<file path="config.mk">
export PLATFORM = sky130hd
export DESIGN_NAME = ultrasonic_collision_guard_motor
export DESIGN_NICKNAME = d
export VERILOG_FILES = /design/src/rtl/ucg_pkg.sv /design/src/rtl/ultrasonic_collision_guard_motor.sv
export SDC_FILE = /design/constraint.sdc
export NUM_CORES = 1
export LEC_CHECK = 0
export ABC_CLOCK_PERIOD_IN_PS = 11700
export BUFFER_PORTS_ARGS = -buffer_cell sky130_fd_sc_hd__clkbuf_2
export CORE_AREA = 2 2 214 216
export CTS_CLUSTER_SIZE = 28
export DETAILED_ROUTE_END_ITERATION = 6
export DIE_AREA = 0 0 216 218
export GPL_ROUTABILITY_DRIVEN = 0
export SKIP_LAST_GASP = 1
export SLEW_MARGIN = 20
export SYNTH_ARGS = -nofsm -noshare
export SYNTH_HDL_FRONTEND = slang
export SYNTH_SLANG_ARGS = --single-unit
</file>
<file path="constraint.sdc">
create_clock -name clk -period 11.7 [get_ports clk]
set_input_delay 1.17 -clock clk [delete_from_list [all_inputs] [get_ports clk]]
set_output_delay 1.17 -clock clk [all_outputs]
set_load 0.05 [all_outputs]
</file>
<file path="src/rtl/ucg_pkg.sv">
// Shared types and constants for the ultrasonic collision guard.
// Holds event modes, drive command codes, H-bridge patterns, alert codes, register map.
// No dependencies.
package ucg_pkg;

  localparam int STAMP_BITS_DEF = 16;

  localparam int EDGE_W  = 16;
  localparam int CMD_W   = 8;
  localparam int RANGE_W = 8;
  localparam int SCALE_W = 16;
  localparam int LINES_W = 4;
  localparam int ALERT_W = 3;
  localparam int ADDR_W  = 4;
  localparam int DATA_W  = 32;

  typedef logic [1:0]         mode_t;
  typedef logic [CMD_W-1:0]   cmd_t;
  typedef logic [LINES_W-1:0] lines_t;
  typedef logic [ALERT_W-1:0] alert_t;
  typedef logic [RANGE_W-1:0] range_t;
  typedef logic [1:0]         reg_idx_t;

  localparam mode_t MODE_ECHO = 2'd0;
  localparam mode_t MODE_CMD  = 2'd1;
  localparam mode_t MODE_TICK = 2'd2;

  localparam cmd_t CMD_FORWARD  = 8'h46;
  localparam cmd_t CMD_BACKWARD = 8'h42;
  localparam cmd_t CMD_LEFT     = 8'h4C;
  localparam cmd_t CMD_RIGHT    = 8'h52;

  localparam lines_t LINES_STOP     = 4'b0000;
  localparam lines_t LINES_FORWARD  = 4'b1010;
  localparam lines_t LINES_BACKWARD = 4'b0101;
  localparam lines_t LINES_LEFT     = 4'b0110;
  localparam lines_t LINES_RIGHT    = 4'b1001;

  localparam alert_t ALERT_CLEAR     = 3'd0;
  localparam alert_t ALERT_WARN_FWD  = 3'd1;
  localparam alert_t ALERT_WARN_BACK = 3'd2;
  localparam alert_t ALERT_STOP_FWD  = 3'd3;
  localparam alert_t ALERT_STOP_BACK = 3'd4;

  localparam reg_idx_t REG_STOP  = 2'd0;
  localparam reg_idx_t REG_WARN  = 2'd1;
  localparam reg_idx_t REG_SCALE = 2'd2;

  localparam range_t             STOP_RST  = 8'd15;
  localparam range_t             WARN_RST  = 8'd30;
  localparam logic [SCALE_W-1:0] SCALE_RST = 16'd1114;
  localparam range_t             RANGE_MAX = 8'd255;

endpackage

</file>
<file path="src/rtl/ultrasonic_collision_guard_motor.sv">
// Collision guard top level: echo pulse capture, drive command, threshold evaluation.
// An accepted request waits in the input register; its result is then registered.
// Throughput: one request per cycle while out_ready does not stall; a single compute
// stage with one width-by-scale multiply sits between input and result registers.
// Reset (rst_n, synchronous): thresholds 15/30 cm, scale 1114, all state zero.
// Depends on ucg_pkg.
module ultrasonic_collision_guard_motor #(
  parameter int STAMP_BITS = ucg_pkg::STAMP_BITS_DEF
) (
  input  logic                        clk,
  input  logic                        rst_n,
  input  logic                        in_valid,
  output logic                        in_ready,
  input  ucg_pkg::mode_t              in_mode,
  input  logic                        in_echo_sensor,
  input  logic [ucg_pkg::EDGE_W-1:0]  in_edge_time,
  input  ucg_pkg::cmd_t               in_command_byte,
  output logic                        out_valid,
  input  logic                        out_ready,
  output ucg_pkg::lines_t             out_motor_lines,
  output ucg_pkg::alert_t             out_alert,
  output ucg_pkg::range_t             out_front_range,
  output ucg_pkg::range_t             out_back_range,
  output logic                        out_range_done,
  input  logic                        psel,
  input  logic                        penable,
  input  logic                        pwrite,
  input  logic [ucg_pkg::ADDR_W-1:0]  paddr,
  input  logic [ucg_pkg::DATA_W-1:0]  pwdata,
  output logic [ucg_pkg::DATA_W-1:0]  prdata,
  output logic                        pready
);
  import ucg_pkg::*;

  localparam int PROD_W = STAMP_BITS + SCALE_W;

  // configuration
  range_t             stop_dist_r, warn_dist_r;
  logic [SCALE_W-1:0] scale_r;
  reg_idx_t           cfg_idx;
  logic               cfg_wr;

  // input register
  logic                  s1_valid_r;
  mode_t                 s1_mode_r;
  logic                  s1_sensor_r;
  logic [EDGE_W-1:0]     s1_edge_r;
  cmd_t                  s1_cmd_r;

  // state
  logic                  await_fall_r [2];
  logic [STAMP_BITS-1:0] rise_stamp_r [2];
  range_t                range_r      [2];
  cmd_t                  dir_r;
  logic                  fwd_blk_r, back_blk_r;
  lines_t                lines_r;
  alert_t                alert_r;

  // result register
  logic   out_valid_r;
  lines_t out_lines_r;
  alert_t out_alert_r;
  range_t out_front_r, out_back_r;
  logic   out_done_r;

  logic                  adv;
  logic [STAMP_BITS-1:0] stamp_ext, pulse_w;
  logic [PROD_W-1:0]     prod;
  logic [STAMP_BITS-1:0] cm_full;
  range_t                cm_sat;

  logic                  await_fall_nxt [2];
  logic [STAMP_BITS-1:0] rise_stamp_nxt [2];
  range_t                range_nxt      [2];
  cmd_t                  dir_nxt;
  logic                  fwd_blk_nxt, back_blk_nxt;
  lines_t                lines_nxt;
  alert_t                alert_nxt;
  logic                  done_nxt;
  logic                  is_fwd, is_back;

  assign pready  = 1'b1;
  assign cfg_idx = paddr[3:2];
  assign cfg_wr  = psel && penable && pwrite && pready;

  always_comb begin
    case (cfg_idx)
      REG_STOP:  prdata = DATA_W'(stop_dist_r);
      REG_WARN:  prdata = DATA_W'(warn_dist_r);
      REG_SCALE: prdata = DATA_W'(scale_r);
      default:   prdata = '0;
    endcase
  end

  assign adv      = s1_valid_r && (!out_valid_r || out_ready);
  assign in_ready = !s1_valid_r || adv;

  // pulse width with wrap, then scale to cm and saturate
  assign stamp_ext = STAMP_BITS'(s1_edge_r);
  assign pulse_w   = stamp_ext - rise_stamp_r[s1_sensor_r];
  assign prod      = PROD_W'(pulse_w) * PROD_W'(scale_r);
  assign cm_full   = prod[PROD_W-1:SCALE_W];
  assign cm_sat    = (cm_full > STAMP_BITS'(RANGE_MAX)) ? RANGE_MAX : cm_full[RANGE_W-1:0];

  assign is_fwd  = (dir_r == CMD_FORWARD);
  assign is_back = (dir_r == CMD_BACKWARD);

  always_comb begin
    for (int i = 0; i < 2; i++) begin
      await_fall_nxt[i] = await_fall_r[i];
      rise_stamp_nxt[i] = rise_stamp_r[i];
      range_nxt[i]      = range_r[i];
    end
    dir_nxt      = dir_r;
    fwd_blk_nxt  = fwd_blk_r;
    back_blk_nxt = back_blk_r;
    lines_nxt    = lines_r;
    alert_nxt    = alert_r;
    done_nxt     = 1'b0;
    case (s1_mode_r)
      MODE_ECHO: begin
        if (!await_fall_r[s1_sensor_r]) begin
          rise_stamp_nxt[s1_sensor_r] = stamp_ext;
          await_fall_nxt[s1_sensor_r] = 1'b1;
        end else begin
          range_nxt[s1_sensor_r]      = cm_sat;
          await_fall_nxt[s1_sensor_r] = 1'b0;
          done_nxt                    = 1'b1;
        end
      end
      MODE_CMD: begin
        dir_nxt = s1_cmd_r;
        case (s1_cmd_r)
          CMD_FORWARD:  if (!fwd_blk_r) lines_nxt = LINES_FORWARD;
          CMD_BACKWARD: if (!back_blk_r) lines_nxt = LINES_BACKWARD;
          CMD_LEFT:     lines_nxt = LINES_LEFT;
          CMD_RIGHT:    lines_nxt = LINES_RIGHT;
          default:      lines_nxt = LINES_STOP;
        endcase
      end
      MODE_TICK: begin
        if (is_back && range_r[1] < stop_dist_r) begin
          back_blk_nxt = 1'b1;
          lines_nxt    = LINES_STOP;
          alert_nxt    = ALERT_STOP_BACK;
        end else if (is_fwd && range_r[0] < stop_dist_r) begin
          fwd_blk_nxt = 1'b1;
          lines_nxt   = LINES_STOP;
          alert_nxt   = ALERT_STOP_FWD;
        end else if (is_back && range_r[1] < warn_dist_r) begin
          back_blk_nxt = 1'b0;
          alert_nxt    = ALERT_WARN_BACK;
        end else if (is_fwd && range_r[0] < warn_dist_r) begin
          fwd_blk_nxt = 1'b0;
          alert_nxt   = ALERT_WARN_FWD;
        end else begin
          fwd_blk_nxt  = 1'b0;
          back_blk_nxt = 1'b0;
          alert_nxt    = ALERT_CLEAR;
        end
      end
      default: ;
    endcase
  end

  always_ff @(posedge clk) begin
    if (!rst_n) begin
      stop_dist_r <= STOP_RST;
      warn_dist_r <= WARN_RST;
      scale_r     <= SCALE_RST;
    end else if (cfg_wr) begin
      case (cfg_idx)
        REG_STOP:  stop_dist_r <= pwdata[RANGE_W-1:0];
        REG_WARN:  warn_dist_r <= pwdata[RANGE_W-1:0];
        REG_SCALE: scale_r     <= pwdata[SCALE_W-1:0];
        default: ;
      endcase
    end
  end

  always_ff @(posedge clk) begin
    if (!rst_n) begin
      s1_valid_r <= 1'b0;
    end else if (in_ready) begin
      s1_valid_r <= in_valid;
    end
    if (in_valid && in_ready) begin
      s1_mode_r   <= in_mode;
      s1_sensor_r <= in_echo_sensor;
      s1_edge_r   <= in_edge_time;
      s1_cmd_r    <= in_command_byte;
    end
  end

  always_ff @(posedge clk) begin
    if (!rst_n) begin
      for (int i = 0; i < 2; i++) begin
        await_fall_r[i] <= 1'b0;
        rise_stamp_r[i] <= '0;
        range_r[i]      <= '0;
      end
      dir_r      <= '0;
      fwd_blk_r  <= 1'b0;
      back_blk_r <= 1'b0;
      lines_r    <= LINES_STOP;
      alert_r    <= ALERT_CLEAR;
    end else if (adv) begin
      for (int i = 0; i < 2; i++) begin
        await_fall_r[i] <= await_fall_nxt[i];
        rise_stamp_r[i] <= rise_stamp_nxt[i];
        range_r[i]      <= range_nxt[i];
      end
      dir_r      <= dir_nxt;
      fwd_blk_r  <= fwd_blk_nxt;
      back_blk_r <= back_blk_nxt;
      lines_r    <= lines_nxt;
      alert_r    <= alert_nxt;
    end
  end

  always_ff @(posedge clk) begin
    if (!rst_n) begin
      out_valid_r <= 1'b0;
    end else if (adv) begin
      out_valid_r <= 1'b1;
    end else if (out_ready) begin
      out_valid_r <= 1'b0;
    end
    if (adv) begin
      out_lines_r <= lines_nxt;
      out_alert_r <= alert_nxt;
      out_front_r <= range_nxt[0];
      out_back_r  <= range_nxt[1];
      out_done_r  <= done_nxt;
    end
  end

  assign out_valid       = out_valid_r;
  assign out_motor_lines = out_lines_r;
  assign out_alert       = out_alert_r;
  assign out_front_range = out_front_r;
  assign out_back_range  = out_back_r;
  assign out_range_done  = out_done_r;

`ifndef SYNTH
  a_ready_only_on_stall: assert property (@(posedge clk) disable iff (!rst_n)
    !in_ready |-> (out_valid && !out_ready))
    else $error("input stalled without a blocked result");

  a_done_only_on_echo: assert property (@(posedge clk) disable iff (!rst_n)
    (adv && s1_mode_r != MODE_ECHO) |=> !out_range_done)
    else $error("range_done set by a non-echo request");

  a_stop_halts_motor: assert property (@(posedge clk) disable iff (!rst_n)
    (adv && s1_mode_r == MODE_TICK &&
     (alert_nxt == ALERT_STOP_FWD || alert_nxt == ALERT_STOP_BACK))
    |=> (out_motor_lines == LINES_STOP))
    else $error("stop verdict left motor lines active");
`endif

endmodule

</file>
### Word level (Yosys, flattened, before mapping)

Memories as Yosys holds them, arrays and structs flattened. A register that Yosys moved wholly into a read port is not among the register bits.
Cells that the tools add are included.

| cells by class | value |
|---|---|
| add/subtract/negate cells | 1 |
| multiply operators | 1 |
| divide/modulo/power cells | 0 |
| magnitude comparators | 7 |
| equal/unequal tests | 13 |
| shift operators | 0 |
| mux-type cells | 48 |
| bitwise operators | 11 |
| reductions and logical operators | 22 |

Operators by type and width:

| kind | number |
|---|---|
| 16-bit two-way mux | 5 |
| 32-bit two-way mux | 2 |
| 8-bit by 7-bit == test with 1-bit output (second input constant) | 6 |
| 16-bit case mux with 3 select lines | 1 |
| 32-bit bitwise mux | 1 |
| 8-bit less-than comparator | 4 |
| 16-bit by 16-bit multiplier with 32-bit output | 1 |
| 8-bit two-way mux | 4 |
| 1-bit two-way mux | 19 |
| 16-bit bitwise mux | 1 |
| 16-bit demux with 1-bit select | 1 |
| 16-bit by 8-bit > comparator with 1-bit output (second input constant) | 1 |
| 4-bit two-way mux | 4 |
| 4-bit case mux with 4 select lines | 1 |
| 16-bit subtractor | 1 |
| 1-bit logical AND | 9 |
| 8-bit demux with 1-bit select | 1 |
| 2-bit two-way mux | 4 |
| 4-bit case mux with 2 select lines | 1 |
| 2-bit AND reduction | 4 |
| 4-bit AND reduction | 2 |
| 3-bit two-way mux | 2 |
| 1-bit OR | 6 |
| 2-bit by 1-bit == test with 1-bit output (second input constant) | 2 |
| other kinds (15) | 20 |

| word-level totals | value |
|---|---|
| register bits | 102 |
| latch bits | 0 |
| bits in writable memories | 50 |
| bits in read-only memories | 0 |
| input port bits | 70 |
| output and inout bits | 59 |
| word-level logic and storage cells | 125 |
| memories kept | 3 |

Memory list:

| memory | depth | bits a word | rd ports | clocked after Yosys merged registers in | write ports | line | text |
|---|---|---|---|---|---|---|---|
| rise_stamp_r | 2 | 16 | 3 | 1 | 2 | ultrasonic_collision_guard_motor.sv:52 | `logic [STAMP_BITS-1:0] rise_stamp_r [2];` |
| range_r | 2 | 8 | 2 | 0 | 2 | ultrasonic_collision_guard_motor.sv:53 | `range_t range_r [2];` |
| await_fall_r | 2 | 1 | 3 | 1 | 2 | ultrasonic_collision_guard_motor.sv:51 | `logic await_fall_r [2];` |

### Logic depth before layout (Yosys ltp)

| logic depth | value |
|---|---|
| word-level depth | 10 |
| gate-level depth with buffers | 36 |
| depth with buffers taken out | 33 |

### Worst setup path after synthesis

OpenSTA, ideal clock, no wires.

| timing | value |
|---|---|
| path type | register to register |
| from | register (tool-made name) |
| to | memory range_r[0][10] (netlist name), data pin |
| library setup time | 271 ps |
| arrival | 9164 ps |
| required time | 11429 ps |
| slack | 2264 ps |
| cell stages (with the launch flop) | 35 |
| path buffers | 6 |
| clock period less this slack | 9436 ps |
| cell sequence | dfxtp_1 clkbuf_1 clkbuf_1 mux2i_1 ha_1 a21oi_1 o21ai_1 a31o_2 a211oi_1 or3_1 clkbuf_1 and2_1 clkbuf_1 clkbuf_1 a211oi_1 fa_1 fa_1 inv_1 fa_1 fa_1 fa_1 inv_1 fa_1 inv_1 ha_1 nand3_2 or3_1 o32a_2 nand4_4 o211ai_2 mux2i_1 or4_4 nor4_4 buf_6 a211oi_1 |

RTL lines:

| what | line |
|---|---|
| end, declared | ultrasonic_collision_guard_motor.sv:53 |

==> run summary <==
fillcell total - 4475
r2r setup slk - 1.27 ns
uppermost routed layer - met4
CP max FO - 16
commonest non-fill, non-tap cell in the layout - inv_1
H-tree depth - 4
critical path type - reg2reg
Most used DFF post-synth - edfxtp_1
vias in the first global route - 13700
io pins - 129
Vias/cell - 5.23
WP buf/inv - 4
RSZ-0062 raised after global routing - no
FP Rows - 78
crit-path max cell delay - 0.82 ns
Hold EP - dir_r[1]$_SDFFE_PN0P_
max_cap viols - 0
Fin Clk Skew - 0.0119 ns
DR WL/cell - 17.1 um
Top delay family on crit path - adder cells
Syn Inst Count - 1878
Initial Util - 0.383
outcome - finished, final reports clean
final setup vio count - 0
number of flops mapped to enable cells by yosys - 101
Routed WL - 43.2 mm
CORE AREA - 0.0449 sq mm
initial antenna violation count - 1
Antenna diodes - 0
clock root buffer - clkbuf_16
total gr overflow - 0
Total Die Area - 0.0471 sq mm
Critical Path Source Type - flip-flop
share of layout cells above drive strength 1 - 0.0988
post_cts resized - 0
WL met1 - 18.2 mm
final HPWL from detailed placement - 32.4 mm
Worst Hold Depth - 2
Hold Slack - 0.454 ns
commonest non-fill, non-tap cells in the layout - 277 x inv_1, 217 x nand2_1, 194 x fa_1
Crit path top cell by count - fa_1
top area cells in the synthesized netlist - fa_1 23%, edfxtp_1 18%, ha_1 11%, inv_1 6.1%, dfxtp_1 6.1%
sequential fraction of the synthesis area - 0.237
Final min period - 10.43 ns
Die Y - 218 um
syn avg cell area - 9.16 sq um
Max clock buf depth - 2
hold wc startpoint - dir_r[1]$_SDFFE_PN0P_
clk slew on worst S/H paths - 0.07 ns
DR pass1 iterations - 5
first-pass GRT wire length - 71.3 mm
Worst setup EP type - flip-flop
initial drt markers - 654
Post-Route Utilization - 0.419
CP Data Required Time - 11.85 ns
post-synth top area share - 0.226
gr usage total - 0.192
cts hold-fix bufs - 0
Worst-Margin Slew - 1.14 ns
Layout area overhead - 9.42%
largest net degree at the start of global routing - 81
buffers added on ports - 93
met2 wire length - 22.0 mm
worst-skew pair later-pin latency - 0.44 ns
Hold Violations, Final - 0
max-slew violations - 0
nets@finish - 2322
CTS tree - done
count of cell types in the netlist - 79
Final Cycle Share - 0.892
Ys Warns - 0
Mapped Area - 0.0172 sq mm
Slew HR - 0.239
Die Wd - 216 um
slowest cell on the critical path - xnor2_1
Inserted Clock Buffers - 17
vias - 13200
r2r endpoint - out_front_range[6]$_DFFE_PP_
Clock Sinks - 153
Reg2Reg Depth - 30
Fmax - 0.0959 GHz
Setup Buffers After CTS - 0
Antenna Nets Post-Route - 0
Post-synth ARST share - 0
Worst Hold Class - reg2reg
DRC - 0
WP data arrival - 10.58 ns
WL met3 - 1.89 mm
Yosys top cell by area - fa_1
#FFs+latches synth - 153
post-route setup TNS - 0 ns
-- synthesized netlist by cell type (17+ instances only) --
| library cell | n |
|---|---|
| inv_1 | 278 |
| nand2_1 | 218 |
| fa_1 | 194 |
| ha_1 | 147 |
| edfxtp_1 | 101 |
| clkbuf_1 | 97 |
| nor2_1 | 94 |
| and2_1 | 88 |
| a21oi_1 | 81 |
| nand3_1 | 72 |
| mux2i_1 | 71 |
| dfxtp_1 | 52 |
| a211oi_1 | 34 |
| nand2b_1 | 33 |
| nor2b_1 | 30 |
| a21o_1 | 29 |
| o21ai_0 | 26 |
| nor3_1 | 24 |
| nand4_1 | 21 |
| xnor2_1 | 19 |
| buf_4 | 17 |
-- cells by family (layout without fill, tap and decap cells) --
group           Yosys count  count (layout)  share of synthesized area
buf+inv                 401             432                     0.0922
other cells               2              17                   0.000437
compound gates          260             260                      0.102
mux                      75              75                     0.0439
flops                   153             153                      0.237
simple gates            624             624                      0.181
fa+ha+maj               341             341                      0.333
xor+xnor                 22              22                     0.0112
-- layer usage --
metal,up-vias,GRT usage
li1,6243,-
met1,6552,0.235
met2,339,0.349
met3,58,0.0258
met4,0,0.0607
met5,-,0
-- final cells by class --
cell class | instances | area, sq um | share of cell area
Timing Repair Buffer | 122 | 683 | 0.0363
Sequential cell | 153 | 4070 | 0.216
Tap cell | 600 | 751 | 0.0399
Clock inverter | 13 | 153 | 0.00811
Inverter | 278 | 1040 | 0.0554
Multi-Input combinational cell | 1339 | 11700 | 0.620
Clock buffer | 19 | 454 | 0.0241
-- stage by stage --
| step | std cells | worst slack, ns | area (sq um) |
|---|---|---|---|
| after global routing | 2524 | 0.630 | 18800 |
| after floorplan | 1893 | 2.26 | 17300 |
| final | 2524 | 1.27 | 18800 |
| after global placement | 2492 | 1.38 | 18200 |
| after detailed placement | 2492 | 1.37 | 18200 |
| after CTS | 2524 | 1.28 | 18800 |
-- how the worst max path moves through the flow --
| stage | depth (start not counted) | to | slack [ns] | from |
|---|---|---|---|---|
| after floorplan | 34 | range_r[0][10]$_SDFFCE_PN0P_ | 2.26 | flip-flop |
| after global placement | 31 | out_back_range[6]$_DFFE_PP_ | 1.38 | flip-flop |
| after detailed placement | 30 | out_back_range[3]$_DFFE_PP_ | 1.37 | flip-flop |
| after CTS | 31 | range_r[0][9]$_SDFFCE_PN0P_ | 1.28 | flip-flop |
| after global routing | 30 | out_back_range[3]$_DFFE_PP_ | 0.63 | flip-flop |
| final | 30 | out_front_range[6]$_DFFE_PP_ | 1.27 | flip-flop |
-- worst min-delay path, stage by stage, from the launching register on --
cell and delay [ns]:
dfxtp_1 0.31, nand2_1 0.05, a21oi_1 0.05
-- registers in the layout, indices dropped and copies added (netlist names), 4 cells and up, named ones only --
register         cells
out_motor_lines      4
range_r             16
stop_dist_r          8
warn_dist_r          8
out_back_range       8
out_front_range      8
s1_edge_r           16
dir_r                8
s1_cmd_r             8
scale_r             16
rise_stamp_r        32
lines_r              4
Power is not shown: default switching activity piles up to over one toggle a cycle in this logic, so the estimate is an artifact.
